===== src/rtl/stn_pkg.sv =====
`timescale 1ns / 1ps
// Shared types, character codes and the signature marker for the script text normalizer.
package stn_pkg;

  localparam int UNIT_W       = 16;
  localparam int STOP_LEN_DEF = 34;
  localparam int SIG_LEN      = 34;

  typedef logic [UNIT_W-1:0] unit_t;

  localparam unit_t CH_LF     = 16'h000A;
  localparam unit_t CH_SPACE  = 16'h0020;
  localparam unit_t CH_DQUOTE = 16'h0022;
  localparam unit_t CH_SQUOTE = 16'h0027;
  localparam unit_t CH_STAR   = 16'h002A;
  localparam unit_t CH_SLASH  = 16'h002F;
  localparam unit_t CH_BSLASH = 16'h005C;

  // "\r\n/* SIG # Begin signature block\r\n"
  localparam unit_t SIG_MARKER [SIG_LEN] = '{
    16'h000D, 16'h000A, 16'h002F, 16'h002A, 16'h0020, 16'h0053, 16'h0049,
    16'h0047, 16'h0020, 16'h0023, 16'h0020, 16'h0042, 16'h0065, 16'h0067,
    16'h0069, 16'h006E, 16'h0020, 16'h0073, 16'h0069, 16'h0067, 16'h006E,
    16'h0061, 16'h0074, 16'h0075, 16'h0072, 16'h0065, 16'h0020, 16'h0062,
    16'h006C, 16'h006F, 16'h0063, 16'h006B, 16'h000D, 16'h000A
  };

  typedef struct packed {
    unit_t code_unit;
    logic  end_of_text;
  } item_t;

  typedef struct packed {
    unit_t out_unit;
    logic  unit_valid;
    logic  final_unit;
  } result_t;

  typedef struct packed {
    logic take_in;
    logic drain_load;
    logic drain_step;
    logic flush;
    logic release_hold;
    logic release_final;
    logic term;
    logic clear;
  } cmd_t;

  typedef struct packed {
    logic pend_empty;
    logic hold_valid;
    logic out_free;
    logic produced;
    logic match;
    logic drain_done;
  } status_t;

endpackage


===== src/rtl/stn_ctrl.sv =====
`timescale 1ns / 1ps
// Controller state machine of the script text normalizer.
module stn_ctrl (
  input  logic            clk,
  input  logic            rst,
  input  logic            item_valid,
  input  logic            last_item,
  input  stn_pkg::status_t sts,
  output logic            item_stall,
  output stn_pkg::cmd_t   cmd
);

  typedef enum logic [2:0] {
    S_IDLE,
    S_CHECK,
    S_DRAIN,
    S_FLUSH,
    S_TERM
  } state_t;

  state_t state;
  state_t state_next;
  logic   term_done;

  assign item_stall = !((state == S_IDLE) && sts.pend_empty);

  // The closing word is out once the last held word (or the empty terminator) leaves.
  assign term_done = sts.pend_empty && sts.out_free &&
                     (sts.produced ? sts.hold_valid : !sts.hold_valid);

  always_comb begin
    cmd        = '0;
    state_next = state;
    case (state)
      S_IDLE: begin
        cmd.release_hold = 1'b1;
        if (item_valid && sts.pend_empty) begin
          cmd.take_in = 1'b1;
          if (last_item) begin
            state_next = S_CHECK;
          end
        end
      end
      S_CHECK: begin
        cmd.drain_load = 1'b1;
        state_next     = sts.match ? S_FLUSH : S_DRAIN;
      end
      S_DRAIN: begin
        if (sts.drain_done) begin
          state_next = S_FLUSH;
        end else if (sts.pend_empty) begin
          cmd.drain_step = 1'b1;
        end
      end
      S_FLUSH: begin
        if (sts.pend_empty) begin
          cmd.flush  = 1'b1;
          state_next = S_TERM;
        end
      end
      S_TERM: begin
        if (sts.pend_empty) begin
          cmd.release_hold  = sts.hold_valid;
          cmd.release_final = sts.produced;
          cmd.term          = !sts.produced && !sts.hold_valid;
        end
        if (term_done) begin
          cmd.clear  = 1'b1;
          state_next = S_IDLE;
        end
      end
      default: begin
        state_next = S_IDLE;
      end
    endcase
  end

  always_ff @(posedge clk) begin
    if (rst) begin
      state <= S_IDLE;
    end else begin
      state <= state_next;
    end
  end

endmodule


===== src/rtl/stn_datapath.sv =====
`timescale 1ns / 1ps
// Datapath of the script text normalizer: tail window, scanner state and word output.
module stn_datapath #(
  parameter int STOP_LEN = stn_pkg::STOP_LEN_DEF
) (
  input  logic              clk,
  input  logic              rst,
  input  stn_pkg::item_t    item,
  input  stn_pkg::cmd_t     cmd,
  output stn_pkg::status_t  sts,
  output logic              result_valid,
  input  logic              result_stall,
  output stn_pkg::result_t  result
);

  localparam int FILL_W = $clog2(STOP_LEN + 1);

  typedef enum logic [1:0] {QM_NONE, QM_DOUBLE, QM_SINGLE} quote_t;
  typedef enum logic [1:0] {CM_NONE, CM_LINE, CM_BLOCK} comment_t;

  typedef struct packed {
    quote_t   quote_mode;
    logic     after_backslash;
    comment_t comment_mode;
    logic     star_seen;
    logic     slash_held;
    logic     in_blank_run;
    logic     space_held;
  } norm_t;

  // mask bit 0: space, bit 1: slash, bit 2: the unit itself
  typedef struct packed {
    norm_t      st;
    logic [2:0] mask;
  } step_t;

  function automatic step_t norm_step(norm_t s, stn_pkg::unit_t c);
    step_t r;
    logic  escaped;
    logic  done;
    logic  held;
    logic  graphic;
    logic  blank;
    r       = '{st: s, mask: 3'b000};
    done    = 1'b0;
    held    = 1'b0;
    escaped = 1'b0;
    graphic = (c inside {[16'h0021:16'h007E]}) || (c >= 16'h0080);
    blank   = c inside {[16'h0009:16'h000D], stn_pkg::CH_SPACE};
    case (s.comment_mode)
      CM_LINE: begin
        if (c == stn_pkg::CH_LF) begin
          r.st.comment_mode = CM_NONE;
          if (!s.in_blank_run) begin
            r.st.in_blank_run = 1'b1;
            r.st.space_held   = 1'b1;
          end
        end
      end
      CM_BLOCK: begin
        if (s.star_seen && c == stn_pkg::CH_SLASH) begin
          r.st.comment_mode = CM_NONE;
          r.st.star_seen    = 1'b0;
        end else begin
          r.st.star_seen = (c == stn_pkg::CH_STAR);
        end
      end
      default: begin
        if (s.slash_held) begin
          r.st.slash_held = 1'b0;
          if (c == stn_pkg::CH_SLASH) begin
            r.st.comment_mode    = CM_LINE;
            r.st.after_backslash = 1'b0;
            done                 = 1'b1;
          end else if (c == stn_pkg::CH_STAR) begin
            r.st.comment_mode    = CM_BLOCK;
            r.st.star_seen       = 1'b0;
            r.st.after_backslash = 1'b0;
            done                 = 1'b1;
          end else begin
            r.mask[0]         = r.st.space_held;
            r.st.space_held   = 1'b0;
            r.mask[1]         = 1'b1;
            r.st.in_blank_run = 1'b0;
          end
        end
        if (!done) begin
          escaped              = r.st.after_backslash;
          r.st.after_backslash = !escaped && (c == stn_pkg::CH_BSLASH);
          if (r.st.quote_mode == QM_NONE) begin
            if (c == stn_pkg::CH_SLASH) begin
              r.st.slash_held = 1'b1;
              held            = 1'b1;
            end else if (!escaped && c == stn_pkg::CH_DQUOTE) begin
              r.st.quote_mode = QM_DOUBLE;
            end else if (!escaped && c == stn_pkg::CH_SQUOTE) begin
              r.st.quote_mode = QM_SINGLE;
            end
          end else if (!escaped &&
                       ((r.st.quote_mode == QM_DOUBLE && c == stn_pkg::CH_DQUOTE) ||
                        (r.st.quote_mode == QM_SINGLE && c == stn_pkg::CH_SQUOTE))) begin
            r.st.quote_mode = QM_NONE;
          end
          if (!held) begin
            if (graphic) begin
              if (r.st.space_held) begin
                r.mask[0]       = 1'b1;
                r.st.space_held = 1'b0;
              end
              r.mask[2]         = 1'b1;
              r.st.in_blank_run = 1'b0;
            end else if (blank && !r.st.in_blank_run) begin
              r.st.in_blank_run = 1'b1;
              r.st.space_held   = 1'b1;
            end
          end
        end
      end
    endcase
    return r;
  endfunction

  stn_pkg::unit_t   taps [STOP_LEN];
  logic [FILL_W-1:0] window_fill;
  logic [FILL_W-1:0] drain_left;
  norm_t            norm;
  logic [2:0]       pend;
  stn_pkg::unit_t   pend_unit;
  logic             hold_valid;
  stn_pkg::unit_t   hold_unit;
  logic             produced;
  stn_pkg::result_t out_word;
  logic             out_valid;

  logic             window_full;
  logic             match;
  step_t            step;
  logic [2:0]       pend_low;
  stn_pkg::unit_t   pend_word;
  logic             out_free;
  logic             move_pend;
  logic             do_release;
  logic             do_term;
  logic             drain_use;
  logic [2:0]       flush_mask;

  assign window_full = (window_fill == FILL_W'(STOP_LEN));
  assign step        = norm_step(norm, taps[0]);
  assign drain_use   = (drain_left <= window_fill);

  generate
    if (STOP_LEN == stn_pkg::SIG_LEN) begin : g_marker
      logic [STOP_LEN-1:0] tap_eq;
      for (genvar k = 0; k < STOP_LEN; k++) begin : g_eq
        assign tap_eq[k] = (taps[k] == stn_pkg::SIG_MARKER[k]);
      end
      assign match = window_full && (&tap_eq);
    end else begin : g_no_marker
      assign match = 1'b0;
    end
  endgenerate

  always_comb begin
    flush_mask = 3'b000;
    if (norm.slash_held) begin
      flush_mask = {1'b0, 1'b1, norm.space_held};
    end else if (norm.space_held && norm.quote_mode != QM_NONE) begin
      flush_mask = 3'b001;
    end
  end

  assign pend_low  = pend & (~pend + 3'b001);
  assign pend_word = pend[0] ? stn_pkg::CH_SPACE :
                     (pend[1] ? stn_pkg::CH_SLASH : pend_unit);
  assign out_free   = !out_valid || !result_stall;
  assign move_pend  = (|pend) && (!hold_valid || out_free);
  assign do_release = !move_pend && cmd.release_hold && hold_valid && out_free;
  assign do_term    = cmd.term && out_free && !hold_valid && !(|pend);

  always_ff @(posedge clk) begin
    if (rst) begin
      window_fill <= '0;
      drain_left  <= '0;
      norm        <= '0;
      pend        <= '0;
      hold_valid  <= 1'b0;
      produced    <= 1'b0;
      out_valid   <= 1'b0;
    end else begin
      // word output: pending words pass through a one-word hold so that the
      // final flag can be put on the last word of a text
      if (move_pend) begin
        pend       <= pend & ~pend_low;
        hold_unit  <= pend_word;
        hold_valid <= 1'b1;
        produced   <= 1'b1;
        if (hold_valid) begin
          out_word  <= '{out_unit: hold_unit, unit_valid: 1'b1, final_unit: 1'b0};
          out_valid <= 1'b1;
        end else if (!result_stall) begin
          out_valid <= 1'b0;
        end
      end else if (do_release) begin
        hold_valid <= 1'b0;
        out_word   <= '{out_unit: hold_unit, unit_valid: 1'b1,
                        final_unit: cmd.release_final};
        out_valid  <= 1'b1;
      end else if (do_term) begin
        out_word  <= '{out_unit: '0, unit_valid: 1'b0, final_unit: 1'b1};
        out_valid <= 1'b1;
      end else if (!result_stall) begin
        out_valid <= 1'b0;
      end

      if (cmd.take_in) begin
        produced <= 1'b0;
        if (window_full) begin
          norm      <= step.st;
          pend      <= step.mask;
          pend_unit <= taps[0];
        end else begin
          window_fill <= window_fill + FILL_W'(1);
        end
      end
      if (cmd.drain_load) begin
        drain_left <= FILL_W'(STOP_LEN);
      end
      if (cmd.drain_step) begin
        drain_left <= drain_left - FILL_W'(1);
        if (drain_use) begin
          norm      <= step.st;
          pend      <= step.mask;
          pend_unit <= taps[0];
        end
      end
      if (cmd.flush) begin
        pend <= flush_mask;
      end
      if (cmd.clear) begin
        norm        <= '0;
        window_fill <= '0;
        produced    <= 1'b0;
      end
    end
  end

  // Tail window as a shift line: the newest unit enters at the top, the oldest leaves at tap 0.
  always_ff @(posedge clk) begin
    if (cmd.take_in || cmd.drain_step) begin
      for (int i = 0; i < STOP_LEN - 1; i++) begin
        taps[i] <= taps[i+1];
      end
      taps[STOP_LEN-1] <= cmd.take_in ? item.code_unit : '0;
    end
  end

  assign result_valid = out_valid;
  assign result       = out_word;

  assign sts.pend_empty = !(|pend);
  assign sts.hold_valid = hold_valid;
  assign sts.out_free   = out_free;
  assign sts.produced   = produced;
  assign sts.match      = match;
  assign sts.drain_done = (drain_left == '0);

endmodule


===== src/rtl/script_text_normalizer_unit.sv =====
`timescale 1ns / 1ps
// Top level of the script text normalizer: controller plus datapath.
//
//   channel   direction  handshake                payload
//   item      in         item_valid / item_stall  stn_pkg::item_t   (code_unit, end_of_text)
//   result    out        result_valid / result_stall  stn_pkg::result_t (out_unit, unit_valid,
//                                                                       final_unit)
//
// The scanner takes the next unit only after the pending words of the last one have moved
// on. The last item of a text adds the window drain, which shifts the STOP_LEN window
// places through the scanner and is skipped when the window holds the signature marker,
// then the flush of a held slash or quoted trailing space and the closing word. Reset
// (rst, synchronous) empties the window and returns the scanner to outside quotes and
// comments. A stalled result word holds; words wait in a one-word hold and the output
// register, and the scanner stops when both are full.

module script_text_normalizer_unit #(
  parameter int STOP_LEN = stn_pkg::STOP_LEN_DEF
) (
  input  logic             clk,
  input  logic             rst,
  input  logic             item_valid,
  output logic             item_stall,
  input  stn_pkg::item_t   item,
  output logic             result_valid,
  input  logic             result_stall,
  output stn_pkg::result_t result
);

  // Commands from the controller and status back from the datapath.
  stn_pkg::cmd_t    cmd;
  stn_pkg::status_t sts;

  // The controller sequences the accept, marker check, window drain, flush of a
  // held slash or quoted trailing space, and the closing word of each text.
  stn_ctrl u_ctrl (
    .clk        (clk),
    .rst        (rst),
    .item_valid (item_valid),
    .last_item  (item.end_of_text),
    .sts        (sts),
    .item_stall (item_stall),
    .cmd        (cmd)
  );

  // The datapath holds the tail window, the comment and quote scanner and the
  // word output path.
  stn_datapath #(
    .STOP_LEN (STOP_LEN)
  ) u_datapath (
    .clk          (clk),
    .rst          (rst),
    .item         (item),
    .cmd          (cmd),
    .sts          (sts),
    .result_valid (result_valid),
    .result_stall (result_stall),
    .result       (result)
  );

endmodule


===== config.mk =====
export PLATFORM = sky130hd
export DESIGN_NAME = script_text_normalizer_unit
export DESIGN_NICKNAME = d
export VERILOG_FILES = /design/src/rtl/stn_pkg.sv /design/src/rtl/stn_ctrl.sv /design/src/rtl/stn_datapath.sv /design/src/rtl/script_text_normalizer_unit.sv
export SDC_FILE = /design/constraint.sdc
export NUM_CORES = 1
export LEC_CHECK = 0
export ABC_AREA = 1
export BUFFER_PORTS_ARGS = -buffer_cell sky130_fd_sc_hd__buf_2
export CAP_MARGIN = 10
export CORE_UTILIZATION = 42
export CTS_BUF_LIST = sky130_fd_sc_hd__clkbuf_8 sky130_fd_sc_hd__clkbuf_16
export DETAILED_ROUTE_END_ITERATION = 6
export GPL_TIMING_DRIVEN = 0
export RECOVER_POWER = 50
export SLEW_MARGIN = 15
export SYNTH_ARGS = -nofsm -noshare
export SYNTH_HDL_FRONTEND = slang
export SYNTH_HIERARCHICAL = 1
export SYNTH_SLANG_ARGS = --single-unit

===== constraint.sdc =====
create_clock -name clk -period 26.1 [get_ports clk]
set_clock_uncertainty 0.05 [all_clocks]
set_input_delay 1.305 -clock clk [delete_from_list [all_inputs] [get_ports clk]]
set_output_delay 1.305 -clock clk [all_outputs]
set_load 0.02 [all_outputs]

==> qor.yml, run 1 <==
status: "finished with violations"
violations: "DRC"
area_growth_pct: 14.4
final_common_cell: "edfxtp_1"
final_cell_mix: "edfxtp_1 (594), inv_1 (209), nand2_1 (194), nor2_1 (181), nor4_1 (76)"
hp-start: "u_datapath/taps[25][1]$_DFFE_PP_"
io_buffers: 40
grt.met2_usage_pct: 22.1
startpoint: "u_datapath/pend[0]$_SDFF_PP0_"
ant_nets: 0
seq_area_frac_synth_pct: 81.8
postSynthAreaPerCell_sq_um: 15.0
clk_pin_slew_ns: 0.06
worstPathRequired_ns: 26.32
crit_arrival_ns: 4.21
r2r-end: "u_datapath/taps[16][8]$_DFFE_PP_"
die_w_microns: 234
drtIter0Drc: 767
synth-seq-cells: 624
setup_violations: 0
synth_nets: 1539
synth_area_sq_mm: 0.0226
rrSetupSlack_ns: 22.11
cts_made_buffers: 61
hold_buffers: 0
antenna_cells: 0
vias_per_cell: 4.86
vias: 11500
reg2reg_from: "u_datapath/pend[0]$_SDFF_PP0_"
die_y_microns: 234
postCtsSetupRepairBufs: 0
dr.pass1.iters: 7
max-vdd-ir-drop_mv: 0.0591
place_area_sq_mm: 0.0238
cts-root-buf: "clkbuf_16"
wl_microns: 34700
fmax_ghz: 0.251
tns_ns: 0
htreeDepth: 2
hold_viol: 0
power_density_mw_per_mm2: 87.1
layout_setup_ws_ns: 22.11
synth_warnings: 6
grt_use_total_pct: 12.9
slew_headroom_pct: 12.7
rows: 84
dp_hpwl_microns: 22500
synthArstFlopShare_pct: 0
synth-edff-count: 594
nNetsFinal: 1651
coreArea_sq_mm: 0.0528
final_cell_area_sq_mm: 0.0258
hold_class: "reg2reg"
die_area_sq_mm: 0.0546
pre_cts_slack_ns: 22.01
grt_setup_unrepaired: "no"
finalMaxSlewViolations: 0
p_leak_nw: 9.22
grt_pass1_vias: 11400
netlist_instances: 1505
post_cts_resized: 0
period_share_pct: 15.3
clockBufferDepth: 3
io_pins: 41
critPathCapture: "u_datapath/taps[16][8]$_DFFE_PP_"
cap_violations: 0
initial_utilization_pct: 42.7
cts_tree: "built"
crit_type: "reg2reg"
route.detailed.drc: 4
critPathMaxFanout: 61
top_usage_layer: "met2"
layout-drive-gt1-share_pct: 9.94
synthFlopType: "edfxtp_1"
cp-end-kind: "register"
grt_pass1_wl_microns: 56100
use_met1_pct: 16.4
globalplace.congestion: 0.806
antenna_found_initial: 0
gr-usage-met3_pct: 2.95
yosysUniqueCellTypes: 43
grt_max_degree: 66
worstMarginPinSlew_ns: 1.30
wl_per_cell_microns: 14.7
period_needed_ns: 3.99
reg2reg_depth: 11
overflow: 0
cp-start-kind: "register"
clock_latency_ns: 0.62
holdWs_ns: 0.372
numClockSinks: 624
==> per-layer routing <==
layer | share of wire, % | vias to the layer above
li1 | - | 5620
met1 | 44 | 5608
met2 | 50 | 185
met3 | 4.4 | 55
met4 | 1.8 | 0
met5 | 0 | -
==> cell type report <==
class | instances | area, sq um
buffer | 15 | 86.3
clock buffer | 68 | 1630
clock inverter | 48 | 348
fill | 4418 | 27000
inverter | 196 | 736
multi-input combinational | 670 | 3290
sequential | 624 | 18400
tap | 688 | 861
timing repair buffer | 49 | 404
==> stage by stage <==
step | power (mW) | util (%) | cells
floorplan | 1.43 | - | 1505
global placement | 1.49 | 44.8 | 2233
detailed placement | 1.43 | 45.2 | 2242
CTS | 2.28 | 48.9 | 2358
global route | 2.34 | 48.9 | 2358
finish | 2.25 | 48.9 | 2358
==> worst max-delay path, cell delays in order, from the launching register on <==
cell and delay [ns]:
dfxtp_1 0.35, nor2_1 0.27, nand2_1 0.15, inv_1 0.17, nand2_1 0.09, nor2_1 0.12, clkbuf_1 0.56, inv_1 0.21
nand2_4 0.62, buf_12 0.32, buf_16 0.31, buf_16 0.30
==> report_power, final <==
group	total (mW)	leakage (nW)	switching (mW)	internal, mW
combinational	0.102	2.24	0.0730	0.0286
clock	0.843	1.03	0.356	0.487
sequential	1.30	5.96	0.0563	1.25
total	2.25	9.22	0.485	1.76
==> cells by family after synthesis <==
logic type / count (synthesis) / share of synthesized area (%)
AND/OR/NAND/NOR: 588 / 12.2
adder cells (fa/ha/maj): 13 / 0.721
flip-flops: 624 / 81.8
AO/OA/AOI/OAI: 69 / 1.70
buffers and inverters: 211 / 3.66
==> Yosys cell counts, types with 8 or more instances <==
cell,instances,area (sq um)
a21oi_1,26,130
nor2_2,8,50.1
edfxtp_1,594,17800
inv_1,191,717
dfxtp_1,30,601
nand3_1,48,240
nor2_1,179,672
nand4_1,37,231
nor3_1,12,60.1
nand2_1,195,732
o21ai_0,27,135
nor4_1,76,475
ha_1,13,163
==> flip-flops by register name, summed over array words and instances (netlist names) <==
name / cells
u_datapath/produced: 1
u_datapath/norm: 9
u_datapath/pend_unit: 16
u_ctrl/state: 3
u_datapath/window_fill: 6
u_datapath/drain_left: 6
u_datapath/result_valid: 1
u_datapath/hold_unit: 16
u_datapath/pend: 3
u_datapath/hold_valid: 1
u_datapath/taps: 544
u_datapath/result: 18
==> worst min path at each step <==
stage / end / cells after the start
after floorplan: u_datapath/taps[1][4]$_DFFE_PP_ / 0
after global placement: u_datapath/taps[30][3]$_DFFE_PP_ / 0
after detailed placement: u_datapath/taps[15][4]$_DFFE_PP_ / 0
after CTS: u_datapath/taps[24][1]$_DFFE_PP_ / 0
after global routing: u_datapath/taps[24][1]$_DFFE_PP_ / 0
final: u_datapath/taps[24][1]$_DFFE_PP_ / 0
(Power assumes the default switching activity.)
==> run 2, diff against run 1 <==
clock period = 3.9 ns   (was 26.1 ns; I/O delays follow)
==> run 2 against run 1 <==
  * The flow still finishes with violations (DRC)
  * Non-clock buffer count increased by 14
  * Clock-buffer cell count shrank 6
  * Largest power group unchanged
  * First-iteration DRC count up 9.3%
  * Combinational power grew to 6.6 times the previous value
  * Design area down 0.14%
  * Via count grew 0.25%
  * Critical path depth shrank 1
  * Highest routed layer unchanged
  * Fmax up 9.3%
==> qor.yml, run 2 (synthesized netlist as in run 1, its figures left out) <==
cts_made_buffers: 61
setup_violations: 0
final_common_cell: "edfxtp_1"
largest_register_ff_count: 544
layout-drive-gt1-share_pct: 8.79
post_cts_resized: 0
route.detailed.drc: 4
area_growth_pct: 14.2
clkPwrFrac_pct: 36.4
violations: "DRC"
p_sw_mw: 3.21
wl_per_cell_microns: 14.9
power_density_mw_per_mm2: 574
place_area_sq_mm: 0.0238
io_buffers: 40
tns_ns: 0
nNetsFinal: 1666
die_area_sq_mm: 0.0546
antenna_found_initial: 0
final_cell_area_sq_mm: 0.0258
fmax_ghz: 0.274
p_leak_nw: 9.18
wl_microns: 35100
swShare_pct: 21.7
die_y_microns: 234
grt_max_degree: 109
worstPathRequired_ns: 4.09
cp-end-kind: "register"
grt_use_total_pct: 13.1
postCtsSetupRepairBufs: 0
max-vdd-ir-drop_mv: 0.403
status: "finished with violations"
cap_violations: 0
globalplace.congestion: 0.807
final_cell_mix: "edfxtp_1 (594), inv_1 (207), nand2_1 (194), nor2_1 (179), nor4_1 (76)"
clk_pin_slew_ns: 0.06
cell_internal_pwr_mw: 11.6
critPathMaxFanout: 184
grt_setup_unrepaired: "no"
period_share_pct: 93.6
dr.pass1.iters: 7
vias: 11500
io_pins: 41
clockBufferDepth: 3
p_comb_share_pct: 4.6
hold_class: "in2reg"
numClockSinks: 624
vias_per_cell: 4.87
holdWs_ns: 0.0610
crit_type: "reg2reg"
rows: 84
cp-start-kind: "register"
dp_hpwl_microns: 22100
cts-root-buf: "clkbuf_16"
initial_utilization_pct: 42.7
clock_latency_ns: 0.62
antenna_cells: 0
worstMarginPinSlew_ns: 1.28
die_w_microns: 234
overflow: 0
htreeDepth: 2
crit_arrival_ns: 3.84
period_needed_ns: 3.65
grt_pass1_wl_microns: 56700
drtIter0Drc: 838
hold_viol: 0
grt_pass1_vias: 11400
cts_tree: "built"
slew_headroom_pct: 14.2
finalMaxSlewViolations: 0
coreArea_sq_mm: 0.0528
ant_nets: 0
n_fill_cell: 4494
seqPwrFrac_pct: 59.0
largest_register: "u_datapath/taps"
totalPowerFinal_mw: 14.8
run 2: cell types whose count changed in the layout (fill, tap and decap cells not counted), sizes merged, moves of 2 or more:
cell / change
inv: -2
dlygate4sd3: +18
buf: -8
clkbuf: -3
clkinvlp: -4
run 2: path summary, 6_finish.rpt:
| path | startpoint | end | slack (ns) | depth (start not counted) |
|---|---|---|---|---|
| max | u_datapath/pend[0]$_SDFF_PP0_ | u_datapath/taps[15][1]$_DFFE_PP_ | 0.25 | 10 |
| min | item[0] | u_ctrl/state[1]$_SDFFE_PP0P_ | 0.06 | 7 |
| max reg2reg | u_datapath/pend[0]$_SDFF_PP0_ | u_datapath/taps[15][1]$_DFFE_PP_ | 0.25 | 10 |
| min reg2reg | u_datapath/taps[14][10]$_DFFE_PP_ | u_datapath/taps[13][10]$_DFFE_PP_ | 0.38 | 0 |
run 2: cell type report:
class | count | area, sq um | area share (%)
tap | 688 | 861 | 3.34
clock inverter | 41 | 275 | 1.07
clock buffer | 62 | 1550 | 6.02
timing repair buffer | 63 | 497 | 1.93
multi-input combinational | 671 | 3320 | 12.9
buffer | 15 | 87.6 | 0.340
inverter | 196 | 736 | 2.86
sequential | 624 | 18400 | 71.6
run 2: what timing repair did:
action,4_1_cts,5_1_grt
hold endpoints to repair,26,0
endpoints found under the setup margin,101,101
hold buffers,18,0
cloned,1,1
pin swaps,0,1
run 2: power groups by stage:
| stage | logic [mW] | registers [mW] | clock network, mW |
|---|---|---|---|
| 3_3_place_gp | 0.603 | 8.92 | 0 |
| 4_1_cts | 0.699 | 8.73 | 5.55 |
| 6_report | 0.677 | 8.72 | 5.38 |
| 5_1_grt | 0.772 | 8.81 | 5.81 |
| 2_1_floorplan | 0.462 | 8.76 | 0 |
| 3_5_place_dp | 0.671 | 8.86 | 0 |
run 2: critical path, stage by stage, from the launching register on:
cell	delay, ns
dfxtp_1	0.35
nor2_1	0.28
nand2_1	0.15
inv_1	0.19
nand2_1	0.09
nor2_1	0.13
buf_2	0.32
inv_1	0.24
nand2_8	0.31
buf_16	0.29
buf_16	0.53
run 2: stage by stage:
step	std cells	utilization [%]	setup WS [ns]
2_1_floorplan	1505	-	0.0819
3_3_place_gp	2233	44.8	-1.12
3_5_place_dp	2238	45.0	-0.0770
4_1_cts	2360	48.9	0.0858
5_1_grt	2360	48.8	0.0756
6_report	2360	48.8	0.251
run 2: metal layers:
layer	up-vias	part of all wire, %	global-route usage (%)
met5	-	0	0
met4	0	2.0	3.86
met3	69	4.3	3.03
met2	177	50	21.9
met1	5616	44	16.9
li1	5635	-	-
